File: config.mk
export PLATFORM = sky130hd
export DESIGN_NAME = macroblock_tile_to_planar_yuv_core
export DESIGN_NICKNAME = d
export VERILOG_FILES = /design/src/rtl/mbt_pkg.sv /design/src/rtl/macroblock_tile_to_planar_yuv_core.sv /design/src/rtl/mbt_front.sv /design/src/rtl/mbt_queue.sv /design/src/rtl/mbt_back.sv
export SDC_FILE = /design/constraint.sdc
export NUM_CORES = 1
export LEC_CHECK = 0
export ABC_AREA = 1
export BUFFER_PORTS_ARGS = -buffer_cell sky130_fd_sc_hd__buf_4
export CAP_MARGIN = 10
export CORE_MARGIN = 2
export CORE_UTILIZATION = 45
export DETAILED_ROUTE_END_ITERATION = 10
export PLACE_DENSITY_LB_ADDON = 0.15
export RECOVER_POWER = 100
export SLEW_MARGIN = 20
export SYNTH_ARGS = -nofsm -noshare
export SYNTH_HDL_FRONTEND = slang
export SYNTH_SLANG_ARGS = --single-unit
File: constraint.sdc
create_clock -name clk -period 10.9 [get_ports clk]
set_input_delay 0.545 -clock clk [delete_from_list [all_inputs] [get_ports clk]]
set_output_delay 0.545 -clock clk [all_outputs]
set_load 0.05 [all_outputs]
File: src/rtl/mbt_pkg.sv
// Shared types, constants and size helpers for the macroblock-tiled to planar
// YUV 4:2:0 address generator. No dependencies.
package mbt_pkg;

	localparam int unsigned MAX_WIDTH  = 4096;
	localparam int unsigned MAX_HEIGHT = 4096;

	localparam int unsigned DIM_W   = 13;  // picture size and register width
	localparam int unsigned ADDR_W  = 25;
	localparam int unsigned BLK_W   = 8;   // macroblock row and column counters
	localparam int unsigned MBS_W   = 9;   // macroblock count per row or column
	localparam int unsigned QUEUE_DEPTH = 4;
	localparam int unsigned QPTR_W  = $clog2(QUEUE_DEPTH);

	localparam logic       PLANE_LUMA   = 1'b0;
	localparam logic       PLANE_CHROMA = 1'b1;
	localparam logic       REG_WIDTH    = 1'b0;
	localparam logic       REG_HEIGHT   = 1'b1;

	localparam logic [DIM_W-1:0] RESET_WIDTH  = DIM_W'(352);
	localparam logic [DIM_W-1:0] RESET_HEIGHT = DIM_W'(288);

	// Rounded picture size as seen by the address datapath.
	typedef struct packed {
		logic [DIM_W-1:0] wa;
		logic [DIM_W-1:0] ha;
	} sizes_t;

	// One classified item between the front and the back.
	typedef struct packed {
		logic             plane;
		logic [7:0]       pixel;
		logic [7:0]       index;   // position inside the macroblock
		logic [BLK_W-1:0] col;
		logic [BLK_W-1:0] row;
		logic             last;
	} qentry_t;

	// Clamp to 1..limit, then round up to a multiple of 16.
	function automatic logic [DIM_W-1:0] align16(input logic [DIM_W-1:0] v,
		input logic [DIM_W-1:0] limit);
		logic [DIM_W-1:0] c;
		logic [DIM_W:0]   r;
		begin
			c = v;
			if (c == '0) begin
				c = DIM_W'(1);
			end
			if (c > limit) begin
				c = limit;
			end
			r = {1'b0, c} + (DIM_W+1)'(15);
			align16 = {r[DIM_W-1:4], 4'b0000};
		end
	endfunction

endpackage

File: src/rtl/macroblock_tile_to_planar_yuv_core.sv
// Top level of the macroblock-tiled to planar YUV 4:2:0 address generator.
// Instantiates mbt_front, mbt_queue and mbt_back; uses mbt_pkg.
//
// Takes one luma or chroma tile byte per item (tuser selects the stream) and
// returns one item per byte with its offset in a planar Y, U, V frame, tlast
// marking the final byte of that stream's frame. The block sustains one item
// per clock while the output is not stalled; an accepted item passes through
// the four-entry queue, then the line-times-pitch multiply stage and the final
// address add stage. Writing either size register restarts both streams at the
// top of a frame; sizes are clamped to 1..4096 and rounded up to a multiple
// of 16.
module macroblock_tile_to_planar_yuv_core (
	input  logic                      clk,
	input  logic                      arst_n,
	input  logic                      cfg_we,
	input  logic                      cfg_index,
	input  logic [mbt_pkg::DIM_W-1:0] cfg_data,
	input  logic                      s_axis_tvalid,
	output logic                      s_axis_tready,
	input  logic [7:0]                s_axis_tdata,  // [7:0] pixel_byte
	input  logic                      s_axis_tuser,  // [0] source_plane
	output logic                      m_axis_tvalid,
	input  logic                      m_axis_tready,
	output logic [39:0]               m_axis_tdata,  // [24:0] dest_address, [32:25] pixel_out
	output logic                      m_axis_tlast   // plane_last
);
	import mbt_pkg::*;

	logic              accept, q_full, q_nonempty, q_pop;
	qentry_t           front_entry, q_head;
	sizes_t            sizes;
	logic [ADDR_W-1:0] out_addr;
	logic [7:0]        out_pixel;

	assign s_axis_tready = !q_full;
	assign accept = s_axis_tvalid && !q_full;

	mbt_front u_front (
		.clk       (clk),
		.arst_n    (arst_n),
		.cfg_we    (cfg_we),
		.cfg_index (cfg_index),
		.cfg_data  (cfg_data),
		.accept    (accept),
		.plane     (s_axis_tuser),
		.pixel     (s_axis_tdata),
		.entry     (front_entry),
		.sizes     (sizes)
	);

	mbt_queue u_queue (
		.clk       (clk),
		.arst_n    (arst_n),
		.push      (accept),
		.push_data (front_entry),
		.full      (q_full),
		.pop       (q_pop),
		.nonempty  (q_nonempty),
		.head      (q_head)
	);

	mbt_back u_back (
		.clk       (clk),
		.arst_n    (arst_n),
		.sizes     (sizes),
		.in_valid  (q_nonempty),
		.in_entry  (q_head),
		.pop       (q_pop),
		.out_valid (m_axis_tvalid),
		.out_ready (m_axis_tready),
		.out_addr  (out_addr),
		.out_pixel (out_pixel),
		.out_last  (m_axis_tlast)
	);

	assign m_axis_tdata = {7'b0, out_pixel, out_addr};

endmodule

File: src/rtl/mbt_front.sv
// Front end: holds the size registers and the per-stream position counters,
// and tags each accepted item with its macroblock position. Uses mbt_pkg.
module mbt_front (
	input  logic                      clk,
	input  logic                      arst_n,
	input  logic                      cfg_we,
	input  logic                      cfg_index,
	input  logic [mbt_pkg::DIM_W-1:0] cfg_data,
	input  logic                      accept,
	input  logic                      plane,
	input  logic [7:0]                pixel,
	output mbt_pkg::qentry_t          entry,
	output mbt_pkg::sizes_t           sizes
);
	import mbt_pkg::*;

	logic [DIM_W-1:0] width_q, height_q;
	logic [7:0]       luma_idx_q;
	logic [BLK_W-1:0] luma_col_q, luma_row_q;
	logic [6:0]       chroma_idx_q;
	logic [BLK_W-1:0] chroma_col_q, chroma_row_q;

	logic [MBS_W-1:0] mbs_w, mbs_h;
	logic luma_blk_end, luma_col_end, luma_row_end;
	logic chroma_blk_end, chroma_col_end, chroma_row_end;

	always_comb begin
		sizes.wa = align16(width_q, DIM_W'(MAX_WIDTH));
		sizes.ha = align16(height_q, DIM_W'(MAX_HEIGHT));
		mbs_w = sizes.wa[DIM_W-1:4];
		mbs_h = sizes.ha[DIM_W-1:4];

		luma_blk_end   = (luma_idx_q == 8'hFF);
		luma_col_end   = ({1'b0, luma_col_q} + MBS_W'(1)) >= mbs_w;
		luma_row_end   = ({1'b0, luma_row_q} + MBS_W'(1)) >= mbs_h;
		chroma_blk_end = (chroma_idx_q == 7'h7F);
		chroma_col_end = ({1'b0, chroma_col_q} + MBS_W'(1)) >= mbs_w;
		chroma_row_end = ({1'b0, chroma_row_q} + MBS_W'(1)) >= mbs_h;

		entry.plane = plane;
		entry.pixel = pixel;
		if (plane == PLANE_LUMA) begin
			entry.index = luma_idx_q;
			entry.col   = luma_col_q;
			entry.row   = luma_row_q;
			entry.last  = luma_blk_end & luma_col_end & luma_row_end;
		end else begin
			entry.index = {1'b0, chroma_idx_q};
			entry.col   = chroma_col_q;
			entry.row   = chroma_row_q;
			entry.last  = chroma_blk_end & chroma_col_end & chroma_row_end;
		end
	end

	always_ff @(posedge clk or negedge arst_n) begin
		if (!arst_n) begin
			width_q      <= RESET_WIDTH;
			height_q     <= RESET_HEIGHT;
			luma_idx_q   <= '0;
			luma_col_q   <= '0;
			luma_row_q   <= '0;
			chroma_idx_q <= '0;
			chroma_col_q <= '0;
			chroma_row_q <= '0;
		end else if (cfg_we) begin
			// Any size change restarts both streams at the top of the frame.
			if (cfg_index == REG_WIDTH) begin
				width_q <= cfg_data;
			end else begin
				height_q <= cfg_data;
			end
			luma_idx_q   <= '0;
			luma_col_q   <= '0;
			luma_row_q   <= '0;
			chroma_idx_q <= '0;
			chroma_col_q <= '0;
			chroma_row_q <= '0;
		end else if (accept) begin
			if (plane == PLANE_LUMA) begin
				luma_idx_q <= luma_idx_q + 8'd1;
				if (luma_blk_end) begin
					if (luma_col_end) begin
						luma_col_q <= '0;
						luma_row_q <= luma_row_end ? '0 : luma_row_q + BLK_W'(1);
					end else begin
						luma_col_q <= luma_col_q + BLK_W'(1);
					end
				end
			end else begin
				chroma_idx_q <= chroma_idx_q + 7'd1;
				if (chroma_blk_end) begin
					if (chroma_col_end) begin
						chroma_col_q <= '0;
						chroma_row_q <= chroma_row_end ? '0 : chroma_row_q + BLK_W'(1);
					end else begin
						chroma_col_q <= chroma_col_q + BLK_W'(1);
					end
				end
			end
		end
	end

endmodule

File: src/rtl/mbt_queue.sv
// Short queue of classified items between the front and the back.
// Uses mbt_pkg.
module mbt_queue (
	input  logic             clk,
	input  logic             arst_n,
	input  logic             push,
	input  mbt_pkg::qentry_t push_data,
	output logic             full,
	input  logic             pop,
	output logic             nonempty,
	output mbt_pkg::qentry_t head
);
	import mbt_pkg::*;

	qentry_t           mem_q [QUEUE_DEPTH];
	logic [QPTR_W-1:0] wr_ptr_q, rd_ptr_q;
	logic [QPTR_W:0]   count_q;

	assign full     = (count_q == (QPTR_W+1)'(QUEUE_DEPTH));
	assign nonempty = (count_q != '0);
	assign head     = mem_q[rd_ptr_q];

	always_ff @(posedge clk) begin
		if (push) begin
			mem_q[wr_ptr_q] <= push_data;
		end
	end

	always_ff @(posedge clk or negedge arst_n) begin
		if (!arst_n) begin
			wr_ptr_q <= '0;
			rd_ptr_q <= '0;
			count_q  <= '0;
		end else begin
			if (push) begin
				wr_ptr_q <= wr_ptr_q + QPTR_W'(1);
			end
			if (pop) begin
				rd_ptr_q <= rd_ptr_q + QPTR_W'(1);
			end
			case ({push, pop})
				2'b10:   count_q <= count_q + (QPTR_W+1)'(1);
				2'b01:   count_q <= count_q - (QPTR_W+1)'(1);
				default: count_q <= count_q;
			endcase
		end
	end

endmodule

File: src/rtl/mbt_back.sv
// Back end: two-stage address datapath (line multiply, then final add) with a
// stall-able output register. Uses mbt_pkg.
module mbt_back (
	input  logic                       clk,
	input  logic                       arst_n,
	input  mbt_pkg::sizes_t            sizes,
	input  logic                       in_valid,
	input  mbt_pkg::qentry_t           in_entry,
	output logic                       pop,
	output logic                       out_valid,
	input  logic                       out_ready,
	output logic [mbt_pkg::ADDR_W-1:0] out_addr,
	output logic [7:0]                 out_pixel,
	output logic                       out_last
);
	import mbt_pkg::*;

	logic [ADDR_W-1:0] ysize_q;
	logic [ADDR_W-1:0] ysize_full;

	logic              valid_s1, valid_s2;
	logic [ADDR_W-1:0] prod_s1, base_s1;
	logic [11:0]       offs_s1;
	logic [7:0]        pixel_s1;
	logic              last_s1;
	logic [ADDR_W-1:0] addr_s2;
	logic [7:0]        pixel_s2;
	logic              last_s2;

	logic              en1, en2;
	logic [11:0]       line;
	logic [DIM_W-1:0]  pitch;
	logic [11:0]       offs;
	logic [ADDR_W-1:0] base;
	logic [DIM_W+11:0] prod;

	assign en2 = !valid_s2 || out_ready;
	assign en1 = !valid_s1 || en2;
	assign pop = in_valid && en1;

	// The largest frame is 4096 by 4096, so the luma size always fits the address width.
	assign ysize_full = ADDR_W'(sizes.wa) * ADDR_W'(sizes.ha);

	always_comb begin
		if (in_entry.plane == PLANE_LUMA) begin
			// Quadrant bits: index[7] picks the lower half, index[6] the right half.
			line  = {in_entry.row, in_entry.index[7], in_entry.index[5:3]};
			pitch = sizes.wa;
			offs  = {in_entry.col, in_entry.index[6], in_entry.index[2:0]};
			base  = '0;
		end else begin
			line  = {1'b0, in_entry.row, in_entry.index[5:3]};
			pitch = {1'b0, sizes.wa[DIM_W-1:1]};
			offs  = {1'b0, in_entry.col, in_entry.index[2:0]};
			// Second half of the chroma block goes to the V plane.
			base  = in_entry.index[6] ? ysize_q + (ysize_q >> 2) : ysize_q;
		end
		prod = (DIM_W+12)'(line) * (DIM_W+12)'(pitch);
	end

	always_ff @(posedge clk) begin
		ysize_q <= ysize_full;
		if (en1) begin
			prod_s1  <= prod[ADDR_W-1:0];
			base_s1  <= base;
			offs_s1  <= offs;
			pixel_s1 <= in_entry.pixel;
			last_s1  <= in_entry.last;
		end
		if (en2) begin
			addr_s2  <= prod_s1 + base_s1 + ADDR_W'(offs_s1);
			pixel_s2 <= pixel_s1;
			last_s2  <= last_s1;
		end
	end

	always_ff @(posedge clk or negedge arst_n) begin
		if (!arst_n) begin
			valid_s1 <= 1'b0;
			valid_s2 <= 1'b0;
		end else begin
			if (en1) begin
				valid_s1 <= in_valid;
			end
			if (en2) begin
				valid_s2 <= valid_s1;
			end
		end
	end

	assign out_valid = valid_s2;
	assign out_addr  = addr_s2;
	assign out_pixel = pixel_s2;
	assign out_last  = last_s2;

endmodule
== Word level (Yosys, flattened, before mapping) ==
Memories as Yosys holds them, arrays and structs flattened.
Index checks and enable logic that the tools add are counted.

* Memories kept: 1
* Output and inout bits: 43
* Logic and storage cells: 129
* Memory bits (writable): 136
* Bits in registers: 204

* Magnitude comparators: 6
* $add $sub $neg: 19
* $mul: 2
* Equal/unequal tests: 6
* Reductions and logical operators: 26
* Bitwise operators: 5
* Multiplexer cells: 40

{| class="wikitable"
|+ Memories
! memory !! depth !! width !! rd ports !! clocked after memory_dff !! write ports !! RTL line !! text
|-
| u_queue.mem_q || 4 || 34 || 1 || 0 || 1 || mbt_queue.sv:15 || <nowiki>qentry_t mem_q [QUEUE_DEPTH];</nowiki>
|}

{| class="wikitable"
|+ Operators with widths
! kind !! count
|-
| 8-bit two-way mux || 25
|-
| 13-bit two-way mux || 5
|-
| 25-bit two-way mux || 2
|-
| 8-bit by 1-bit adder with 8-bit output, second input constant || 5
|-
| 8-bit by 1-bit adder with 9-bit output, second input constant || 4
|-
| 9-bit >= comparator || 4
|-
| 13-bit by 4-bit adder with 13-bit output, second input constant || 2
|-
| 13-bit greater-than comparator, second input constant || 2
|-
| 13-bit zero test || 2
|-
| 25-bit by 12-bit adder with 25-bit output || 1
|-
| 25-bit by 23-bit adder with 25-bit output || 1
|-
| 25-bit adder || 1
|-
| 12-bit by 13-bit multiplier with 25-bit output || 1
|-
| 7-bit two-way mux || 3
|-
| 9-bit by 9-bit multiplier with 17-bit output || 1
|-
| 2-bit nonzero test || 7
|-
| 12-bit two-way mux || 1
|-
| 11-bit two-way mux || 1
|-
| 2-bit AND reduction || 5
|-
| 8-bit equality test, second input constant || 1
|-
| 4-bit AND reduction || 2
|-
| 7-bit by 1-bit adder with 7-bit output, second input constant || 1
|-
| 7-bit equality test, second input constant || 1
|-
| 3-bit one-hot mux with 2 select lines || 1
|-
| 15 further kinds || 25
|}

== Depth between registers and ports, before layout ==
Gate-level depths: netlist (run 1).

* Depth after elaboration: 12
* Gate-level depth with buffers: 32
* Depth with buffers taken out: 32

== Cells and area by module ==
A second synthesis (run 1) with hierarchy kept.

* Cells, all modules: 3829
* Area, all modules: 30778.3 um^2

{| class="wikitable"
|+ By module, submodules not included
! module !! area an instance (um^2) !! cells an instance !! times used
|-
| mbt_back || 19193.4 || 2459 || 1
|-
| mbt_queue || 5895.7 || 512 || 1
|-
| mbt_front || 5619.1 || 847 || 1
|-
| macroblock_tile_to_planar_yuv_core || 70.1 || 11 || 1
|}

== Least setup slack after synthesis (run 1) ==
Ideal clock, no wire load.

* Kind: register to register
* Start point: register u_front.width_q[8]
* End point: register u_back.prod_s1[20] (data pin)
* Path buffers: 0
* Slack: 5.235 ns
* Setup time: 0.259 ns
* Data arrival time: 5.406 ns
* Stages on the path, launching flop included: 26
* Data required time: 10.641 ns
* Clock period less this slack: 5.665 ns
* Cell sequence: dfstp_2 > inv_1 > nor2_1 > inv_1 > nor2_1 > nand4_4 > nand2_1 > inv_2 > o21ai_4 > nand3_1 > fa_1 > fa_1 > fa_1 > inv_1 > fa_1 > inv_1 > fa_1 > inv_1 > ha_1 > a21o_1 > a21boi_0 > nand3_1 > nand2_1 > nor2_1 > nor2_1 > xnor2_1

* Word-level cells in the longest chain between the ends: 7

{| class="wikitable"
|+ Ends and longest elaborated chain
! element !! RTL line !! text
|-
| start, declared || mbt_front.sv:17 || <nowiki>logic [DIM_W-1:0] width_q, height_q;</nowiki>
|-
| start signal, assigned || mbt_front.sv:68 || <nowiki>width_q <= cfg_data;</nowiki>
|-
| 13-bit zero test || mbt_pkg.sv:46 || <nowiki>if (c == '0) begin</nowiki>
|-
| 13-bit two-way mux (*) || mbt_pkg.sv:46 ||
|-
| 13-bit greater-than comparator || mbt_pkg.sv:49 || <nowiki>if (c > limit) begin</nowiki>
|-
| 13-bit two-way mux (*) || mbt_pkg.sv:49 ||
|-
| 13-bit by 4-bit adder with 13-bit output (*) || mbt_pkg.sv:52 || <nowiki>r = {1'b0, c} + (DIM_W+1)'(15);</nowiki>
|-
| 13-bit two-way mux (*) || mbt_back.sv:45 || <nowiki>if (in_entry.plane == PLANE_LUMA) begin</nowiki>
|-
| 12-bit by 13-bit multiplier with 25-bit output (*) || mbt_back.sv:58 || <nowiki>prod = (DIM_W+12)'(line) * (DIM_W+12)'(pitch);</nowiki>
|-
| via u_back.prod[20] || mbt_back.sv:35 || <nowiki>logic [DIM_W+11:0] prod;</nowiki>
|-
| end signal, assigned || mbt_back.sv:64 || <nowiki>prod_s1 <= prod[ADDR_W-1:0];</nowiki>
|-
| end, declared || mbt_back.sv:22 || <nowiki>logic [ADDR_W-1:0] prod_s1, base_s1;</nowiki>
|}

Mark *: on every way through the listed nets, which the timed path passes. The rest lies on a longest branch.
A chain may end at the register's enable or synchronous reset.

== Worst setup path in the final report (run 1) ==
* Start point: register u_queue.rd_ptr_q[0]
* End point: register u_back.prod_s1[20] (data pin)

* Word-level cells in the longest chain between the ends: 3

{| class="wikitable"
|+ Ends and longest elaborated chain
! element !! RTL line !! text
|-
| start, declared || mbt_queue.sv:16 || <nowiki>logic [QPTR_W-1:0] wr_ptr_q, rd_ptr_q;</nowiki>
|-
| start signal, assigned || mbt_queue.sv:39 || <nowiki>rd_ptr_q <= rd_ptr_q + QPTR_W'(1);</nowiki>
|-
| memory 4 x 34 bit (*) || n/a ||
|-
| 12-bit two-way mux / 13-bit two-way mux (equally long branches) || mbt_back.sv:45 ||
|-
| 12-bit by 13-bit multiplier with 25-bit output (*) || mbt_back.sv:58 ||
|-
| via u_back.prod[20] || mbt_back.sv:35 ||
|}

Marked as above.

==> flow_summary.toml, run 1 <==
[critical_path]
cp-start-kind = "register"
cp_data_arrival_time_ns = 8.86
path_max_fanout = 36
crit_path_end_kind = "register"
critPathLaunch = "u_queue.rd_ptr_q[0]"
required_ns = 11.22
cp.depth = 26
ff2ff_path_depth = 26
cp_slowest_cell = "clkbuf_1"
cp_top_family = "adder cells"
critPathKind = "reg -> reg"
slowest_delay_ns = 1.16
crit_top_cell = "fa_1"
worstReg2RegStart = "u_queue.rd_ptr_q[0]"
critPathBufInv = 7
crit_end = "u_back.prod_s1[20]"
timing.rr.end = "u_back.prod_s1[20]"
ff2ff_setup_slack_ns = 2.36

[timing]
setup-tns-final_ns = 0
slew_headroom_pct = -128
fmax_ghz = 0.117
rsz0062_at_grt = "false"
setup_viol = 0
finalHoldViolations = 0
drv_slew = 379
finClkSkew_ns = 0.0238
tightestPinTransition_ns = 3.41
fin_crit_sh_pct = 78.4
fin_crit_ns = 8.54

[hold_path]
hold_path.class = "in -> reg"

[routing]
drc = 0
wl_per_cell_um = 17.1
wl_um = 55500
vias_per_cell = 5.23
num_vias = 17000
first_pass_iters = 5
route.antenna.remaining_nets = 0
first_iter_violations = 1209

[cts]
cts.path.max_buffers = 3
root_buffer = "clkbuf_16"
cts_resized = 0
htreeDepth = 2
cts_buffers = 38
cts_setup_buffers = 0
clk_pin_slew_ns = 0.06
cts_tree = "done"
cts_sinks = 331
clk_latency_ns = 0.57

[grt]
grt_util_all_layers_pct = 21.5
first_global_vias = 17000
grt_pass1_wl_um = 90500
overflow = 0
grt_antenna_before_repair = 0
grt_start_max_net_pins = 65

[logic_synthesis]
synth_warnings = 0
synth_area_leaders = "edfxtp_1 (30%), fa_1 (12%), ha_1 (10%), dfrtp_1 (8.3%), nand2_1 (6.9%)"
yosysSeqAreaShare_pct = 40.5
syn_inst = 2468
synth-edff-count = 232
synth.distinct_cells = 62
yosys-top-cells-count = "nand2_1 (428), inv_1 (358), nor2_1 (238)"
synthArstFlopShare_pct = 24.8
yosysMostFrequentCell = "nand2_1"
syn_area_um2 = 23100
synth-seq-cells = 331
syn_avg_cell_area_um2 = 9.38
synth_top_area_share_pct = 30.1
ys.flop_type = "edfxtp_1"
synth_area_leader_cell = "edfxtp_1"

[place]
hpwl_um = 41600
dp.cells = 3176
io_buffer_count = 63
gp_congestion = 0.882

[cells_and_area]
finalNetCount = 2896
fin_cells = 3247
final_util_pct = 49.7
drive_gt1_share_pct = 6.35
syn_to_final_growth_pct = 9.78
insertedDiodeCount = 0
final.fill_count = 4781

[die]
io_pins = 71
dieArea_um2 = 53300
std_cell_rows = 83
start_util_pct = 45.3
dieWidth_um = 231
core_area_um2 = 51100
die_h_um = 231

[outcome]
violations = "max-capacitance violations, max-slew violations"
status = "finished, violations left"

[run]
cap_viol_max_count = 10
==> state kept, by name, summed over array words and instances (netlist names), 12 cells and up <==
name,cells
u_front.width_q,13
u_back.base_s1,19
u_back.offs_s1,12
u_back.prod_s1,22
u_queue.mem_q,136
u_back.ysize_q,17
u_front.height_q,13
u_back.out_addr,25
==> final cells by class <==
class | count | area, um^2 | area share, %
well taps | 680 | 851 | 3.35
inverters | 375 | 1410 | 5.56
clock buffers | 57 | 1080 | 4.26
clock inverters | 13 | 186 | 0.734
flip-flops and latches | 331 | 9370 | 36.9
repair buffers | 76 | 363 | 1.43
multi-input cells | 1715 | 12100 | 47.8
==> worst register-to-register path: stages (launching register included) <==
cell,delay [ns]
dfrtp_1,1.09
clkbuf_1,1.18
inv_2,0.27
nand2_1,0.14
nand3_1,0.07
nand2_1,0.14
buf_4,0.46
nor2_1,0.12
a21oi_1,0.62
inv_1,0.17
nand3_1,0.15
fa_1,0.43
fa_1,0.49
inv_1,0.05
fa_1,0.45
fa_1,0.51
inv_1,0.05
fa_1,0.52
inv_1,0.04
ha_1,0.36
a21oi_1,0.21
a21boi_0,0.27
nand3_1,0.15
nand2_1,0.10
nor2_1,0.04
nor2_1,0.11
xnor2_1,0.07
==> per-layer routing <==
| layer | track usage (%) | wire, um | vias to the layer above | share of wire, % |
|---|---|---|---|---|
| li1 | - | - | 8306 | - |
| met1 | 30.1 | 25800 | 8171 | 47 |
| met2 | 35.6 | 26000 | 416 | 47 |
| met3 | 2.47 | 2530 | 73 | 4.6 |
| met4 | 5.26 | 1150 | 0 | 2.1 |
| met5 | 0 | 0 | - | 0 |
==> worst min path at each step <==
stage,startpoint,to,slack (ns),cells after the start
final,s_axis_tdata[0],u_queue.mem_q[3][25],0.22,1
after global routing,s_axis_tdata[0],u_queue.mem_q[0][25],0.23,1
after CTS,s_axis_tdata[0],u_queue.mem_q[3][25],0.14,1
after detailed placement,u_back.pixel_s1[2],u_back.out_pixel[2],0.41,0
after global placement,u_back.pixel_s1[5],u_back.out_pixel[5],0.40,0
after floorplan,arst_n,u_back.out_valid,0.25,0
==> cells in the final DEF (no fill, tap or decap), types with 8 or more instances in the layout <==
cell / count
buf_4: 19
nor2_1: 237
a21oi_1: 109
inv_2: 13
nor3_1: 24
nand4_1: 18
nor2_4: 11
xnor2_1: 23
dfxtp_1: 17
nand3_1: 132
inv_1: 358
dfrtp_1: 77
clkbuf_1: 70
o22ai_1: 21
ha_1: 193
xor2_1: 64
nand2_4: 10
nand2_2: 9
or2_2: 15
nand2_1: 432
clkbuf_16: 39
o21ai_0: 171
edfxtp_1: 232
a21o_1: 8
fa_1: 138
conb_1: 8
==> logic make-up after synthesis <==
logic type | after synthesis | share of synthesized area, %
buf+inv | 428 | 7.18
fa+ha+maj | 331 | 22.4
other cells | 2 | 0.0324
flops | 331 | 40.5
xor+xnor | 87 | 3.29
compound gates | 366 | 9.02
simple gates | 923 | 17.6
==> what timing repair did <==
action,4_1_cts,5_1_grt
endpoints found under the setup margin,0,0
hold buffers,1,0
endpoints found under the hold margin,31,0
==> stage by stage <==
step                      hold WS [ns]  setup WS [ns]  instance area, um^2
final                            0.221           2.36                25400
after global routing             0.234           1.57                25400
after CTS                        0.141           3.58                25600
after detailed placement         0.405           3.61                24400
after global placement           0.402           3.68                24400
after floorplan                  0.249           5.23                23200
Power of run 1 is left out: the tool's default activity adds up to more than one toggle a clock period on the data nets, which glitch-free logic cannot reach.
==> run 2, diff against run 1 <==
--- a/config.mk
+++ b/config.mk
@@ -5,7 +5,7 @@
 export SDC_FILE = /design/constraint.sdc
 export NUM_CORES = 1
 export LEC_CHECK = 0
-export ABC_AREA = 1
+export ABC_AREA = 0
 export BUFFER_PORTS_ARGS = -buffer_cell sky130_fd_sc_hd__buf_4
 export CAP_MARGIN = 10
 export CORE_MARGIN = 2
==> constraint.sdc (replaced) <==
create_clock -name clk -period 8 [get_ports clk]
set_input_delay 0.4 -clock clk [delete_from_list [all_inputs] [get_ports clk]]
set_output_delay 0.4 -clock clk [all_outputs]
set_load 0.05 [all_outputs]
==> flow_summary.toml, run 2 <==
[cts]
cts_buffers = 37
clk_pin_slew_ns = 0.06
root_buffer = "clkbuf_16"
holdBufCountCts = 2
cts_setup_buffers = 0
clk_latency_ns = 0.58
cts_tree = "done"
cts_sinks = 331
htreeDepth = 2
cts.path.max_buffers = 3
cts_resized = 0

[routing]
wl_um = 48900
vias_per_cell = 5.30
num_vias = 14600
drc = 0
first_iter_violations = 834
wl_per_cell_um = 17.7
route.antenna.remaining_nets = 0
first_pass_iters = 5

[timing]
slew_headroom_pct = -114
fin_crit_sh_pct = 93.3
tightestPinTransition_ns = 3.21
drv_slew = 332
setup-tns-final_ns = 0
finalWorstSetupSlack_ns = 0.540
fin_crit_ns = 7.46
rsz0062_at_grt = "false"
setup_viol = 0
holdWs_ns = 0.0935
finalHoldViolations = 0
finClkSkew_ns = 0.0322
fmax_ghz = 0.134

[logic_synthesis]
synth-seq-cells = 331
syn_inst = 1987
ys.flop_type = "edfxtp_1"
synth_area_leader_cell = "edfxtp_1"
yosysSeqAreaShare_pct = 41.6
yosysMostFrequentCell = "edfxtp_1"
synth-edff-count = 232
synth_area_leaders = "edfxtp_1 (31%), fa_1 (12%), ha_1 (11%), dfrtp_1 (8.6%), inv_1 (3.5%)"
synth_top_area_share_pct = 30.9
yosys-top-cells-count = "edfxtp_1 (232), inv_1 (211), nand2_1 (204)"
synth.distinct_cells = 79
synth_warnings = 0
syn_avg_cell_area_um2 = 11.3
syn_area_um2 = 22500
synthArstFlopShare_pct = 24.8

[cells_and_area]
layout_commonest_cell = "edfxtp_1"
finalNetCount = 2423
max_flop_register = "u_queue.mem_q"
final_util_pct = 49.8
final_cell_mix = "edfxtp_1 (232), inv_1 (211), nand2_1 (204)"
insertedDiodeCount = 0
largest_reg_flops = 136
syn_to_final_growth_pct = 9.99
drive_gt1_share_pct = 8.32

[place]
gp_congestion = 0.914
pre_cts_slack_ns = 0.575
hpwl_um = 36900
io_buffer_count = 63

[critical_path]
cp-start-kind = "register"
cp_data_arrival_time_ns = 7.77
critPathKind = "reg -> reg"
required_ns = 8.31
crit_path_end_kind = "register"
critPathLaunch = "u_front.width_q[10]"
crit_top_cell = "fa_1"
slowest_delay_ns = 0.58
worstReg2RegStart = "u_front.width_q[10]"
cp_slowest_cell = "or4_1"
path_max_fanout = 13
ff2ff_path_depth = 22
timing.rr.end = "u_back.prod_s1[24]"
ff2ff_setup_slack_ns = 0.54
path_cells = "or4_1 -> or3_1 -> and2_4 -> nor2_4 -> inv_2 -> a21oi_2 -> nor2b_1 -> fa_1 -> fa_1 -> fa_1 -> fa_1 -> inv_1 -> fa_1 -> inv_1 -> ha_1 -> a211oi_1 -> nand2_1 -> a31o_2 -> a31oi_1 -> o21ai_0 -> o41ai_1 -> xnor2_1"

[die]
core_area_um2 = 49800
dieWidth_um = 228
dieArea_um2 = 51900
io_pins = 71
die_h_um = 228
start_util_pct = 45.3
std_cell_rows = 82

[hold_path]
hold_path_end = "u_front.width_q[12]"
whs_path_depth = 2
hp-start = "cfg_data[12]"
hold_path.class = "in -> reg"

[grt]
overflow = 0
grt_antenna_before_repair = 0
grt_start_max_net_pins = 60
grt_pass1_wl_um = 79900
first_global_vias = 14800
grt_util_all_layers_pct = 19.3

[outcome]
violations = "max-capacitance violations, max-slew violations"
status = "finished, violations left"

[run]
cap_viol_max_count = 8
[run 2: cell types whose count changed in the layout (fill, tap and decap cells not counted), moves of 33 or more]
cell,previous run,this run
mux4_2,0,33
xnor2_1,23,71
o21ai_0,171,52
and3_1,2,41
nor2_1,237,157
xor2_1,64,31
nand3_1,132,31
inv_1,358,211
a21oi_1,109,71
nand2_1,432,204
[run 2: critical path: cells and delay by family (launching register included)]
kind | cells | cell delay [ns]
AO/OA/AOI/OAI | 6 | 1.64
flip-flops | 1 | 0.49
AND/OR/NAND/NOR | 6 | 1.77
XOR/XNOR | 1 | 0.11
adder cells (fa/ha/maj) | 6 | 2.95
buffers and inverters | 3 | 0.25
[run 2: kinds of logic after synthesis]
| group | count (synthesis) | synth area share [%] |
|---|---|---|
| xor gates and xnor gates | 102 | 3.96 |
| AOI/OAI and AO/OA | 278 | 8.32 |
| muxes | 100 | 6.56 |
| and+or+nand+nor | 574 | 11.8 |
| buffers and inverters | 269 | 4.75 |
| adders and majority gates | 331 | 23.0 |
| DFF | 331 | 41.6 |
| other | 2 | 0.0333 |
[run 2: how the worst max path moves through the flow]
stage	slack (ns)	to
5_1_grt	0.09	u_back.prod_s1[24]
2_1_floorplan	1.25	u_back.prod_s1[24]
4_1_cts	0.56	u_back.prod_s1[24]
3_3_place_gp	0.76	u_back.prod_s1[24]
3_5_place_dp	0.57	u_back.prod_s1[24]
6_report	0.54	u_back.prod_s1[24]
[run 2: cell type report]
type	count	area, um^2
fill	4464	25000
multi-input combinational	1393	12100
sequential	331	9370
clock buffer	47	983
tap	672	841
inverter	214	803
timing repair buffer	87	444
clock inverter	19	214
[run 2: stage by stage]
stage | instance area [um^2] | std cells
after global placement | 23800 | 2695
after global routing | 24800 | 2763
final | 24800 | 2763
after floorplan | 22600 | 1993
after CTS | 25000 | 2763
after detailed placement | 23800 | 2695
[run 2: routing by layer]
layer  GRT usage [%]  share of wire (%)  up-vias
met3            3.00                4.1       63
met5               0                  0        -
met2            30.7                 46      280
met1            27.7                 48     7237
li1                -                  -     7053
met4            4.89                1.9        0
Power of run 2 is left out for the same reason.
==> run 3, diff against run 2 <==
--- a/config.mk
+++ b/config.mk
@@ -10,6 +10,7 @@
 export CAP_MARGIN = 10
 export CORE_MARGIN = 2
 export CORE_UTILIZATION = 45
+export CTS_BUF_LIST = sky130_fd_sc_hd__clkbuf_4 sky130_fd_sc_hd__clkbuf_8 sky130_fd_sc_hd__clkbuf_16
 export DETAILED_ROUTE_END_ITERATION = 10
 export PLACE_DENSITY_LB_ADDON = 0.15
 export RECOVER_POWER = 100
==> flow_summary.toml, run 3 (synthesis gave the netlist of run 2 again) <==
[critical_path]
ff2ff_setup_slack_ns = 0.55
critPathKind = "reg -> reg"
cp_top_family = "adder cells"
path_max_fanout = 13
worstReg2RegStart = "u_front.width_q[10]"
critPathBufInv = 3
slowest_delay_ns = 0.58
cp-start-kind = "register"
cp_data_arrival_time_ns = 7.77
crit_path_end_kind = "register"
path_cells = "or4_1 -> or3_1 -> and2_4 -> nor2_4 -> inv_2 -> a21oi_2 -> nor2b_1 -> fa_1 -> fa_1 -> fa_1 -> fa_1 -> inv_1 -> fa_1 -> inv_1 -> ha_1 -> a211oi_1 -> nand2_1 -> a31o_2 -> a31oi_1 -> o21ai_0 -> o41ai_1 -> xnor2_1"
timing.rr.end = "u_back.prod_s1[24]"
cp_slowest_cell = "or4_1"
ff2ff_path_depth = 22
required_ns = 8.31
crit_top_cell = "fa_1"

[cells_and_area]
insertedDiodeCount = 0
drive_gt1_share_pct = 8.70
finalNetCount = 2423
final_cell_mix = "edfxtp_1 (232), inv_1 (211), nand2_1 (204)"
layout_commonest_cell = "edfxtp_1"
largest_reg_flops = 136
syn_to_final_growth_pct = 10.1
max_flop_register = "u_queue.mem_q"

[die]
core_area_um2 = 49800
start_util_pct = 45.3
die_h_um = 228
dieArea_um2 = 51900
io_pins = 71
std_cell_rows = 82
dieWidth_um = 228

[grt]
overflow = 0
grt_pass1_wl_um = 80000
grt_start_max_net_pins = 60
first_global_vias = 14800
grt_antenna_before_repair = 0
grt_util_all_layers_pct = 19.3

[timing]
rsz0062_at_grt = "false"
setup_viol = 0
tightestPinTransition_ns = 3.20
finClkSkew_ns = 0.0328
slew_headroom_pct = -114
finalHoldViolations = 0
setup-tns-final_ns = 0
drv_slew = 332
fin_crit_sh_pct = 93.2
fmax_ghz = 0.134
fin_crit_ns = 7.45

[cts]
cts_sinks = 331
cts.path.max_buffers = 3
root_buffer = "clkbuf_16"
cts_buffers = 37
clk_pin_slew_ns = 0.06
clk_latency_ns = 0.58
cts_tree = "done"
htreeDepth = 2

[routing]
wl_per_cell_um = 17.7
first_pass_iters = 5
drc = 0
route.antenna.remaining_nets = 0
num_vias = 14600
wl_um = 48800
first_iter_violations = 868
vias_per_cell = 5.30

[hold_path]
hp-start = "cfg_data[12]"
hold_path.class = "in -> reg"
whs_path_depth = 2
hold_path_end = "u_front.width_q[12]"

[run]
cap_viol_max_count = 8

[place]
hpwl_um = 36900
gp_congestion = 0.914
io_buffer_count = 63

[outcome]
violations = "max-capacitance violations, max-slew violations"
status = "finished, violations left"
run 3: changes by cell type in the layout (fill, tap and decap cells not counted):
cell / previous run / this run
clkbuf_4: 0 / 8
clkbuf_1: 65 / 57
run 3: metrics by stage:
stage	instances	hold WS (ns)	utilization [%]	worst slack [ns]	cell area, um^2
6_report	2763	0.0934	49.9	0.547	24800
4_1_cts	2763	0.000173	50.3	0.561	25000
2_1_floorplan	1993	0.104	-	1.25	22600
5_1_grt	2763	0.0789	49.9	0.0875	24800
3_3_place_gp	2695	0.326	47.8	0.756	23800
3_5_place_dp	2695	0.333	47.8	0.575	23800
run 3: area by class of cell:
class | instances | area [um^2]
Clock inverter | 19 | 214
Clock buffer | 47 | 1010
Inverter | 214 | 803
Fill cell | 4458 | 24900
Sequential cell | 331 | 9370
Timing Repair Buffer | 87 | 444
Multi-Input combinational cell | 1393 | 12100
Tap cell | 672 | 841
run 3: repair_timing:
item | in CTS | in global routing
endpoints found under the setup margin | 0 | 0
gates resized for setup | 0 | 0
endpoints found under the hold margin | 25 | 0
hold buffers | 2 | 0
setup buffers | 0 | 0
run 3: worst reg2reg max path: stages, from the launching register on:
cell      delay (ns)
dfrtp_1         0.49
or4_1           0.58
or3_1           0.38
and2_4          0.23
nor2_4          0.25
inv_2           0.14
a21oi_2         0.43
nor2b_1         0.22
fa_1            0.46
fa_1            0.52
fa_1            0.52
fa_1            0.57
inv_1           0.06
fa_1            0.53
inv_1           0.04
ha_1            0.35
a211oi_1        0.29
nand2_1         0.11
a31o_2          0.24
a31oi_1         0.19
o21ai_0         0.15
o41ai_1         0.34
xnor2_1         0.12
run 3: per-layer routing:
layer	vias to the layer above	track usage, %	share of wire, %
li1	7054	-	-
met1	7251	27.7	48
met2	272	30.7	46
met3	63	3.00	3.9
met4	0	4.89	1.9
met5	-	0	0
run 3: worst max path at each step:
stage	start	end	slack [ns]	cells past startpoint
detailed placement	u_front.width_q[10]	u_back.prod_s1[24]	0.57	22
CTS	u_front.width_q[10]	u_back.prod_s1[24]	0.56	22
global route	u_front.width_q[9]	u_back.prod_s1[24]	0.09	23
finish	u_front.width_q[10]	u_back.prod_s1[24]	0.55	22
global placement	u_front.width_q[10]	u_back.prod_s1[24]	0.76	22
floorplan	u_front.width_q[10]	u_back.prod_s1[24]	1.25	23
Power of run 3 is left out for the same reason.
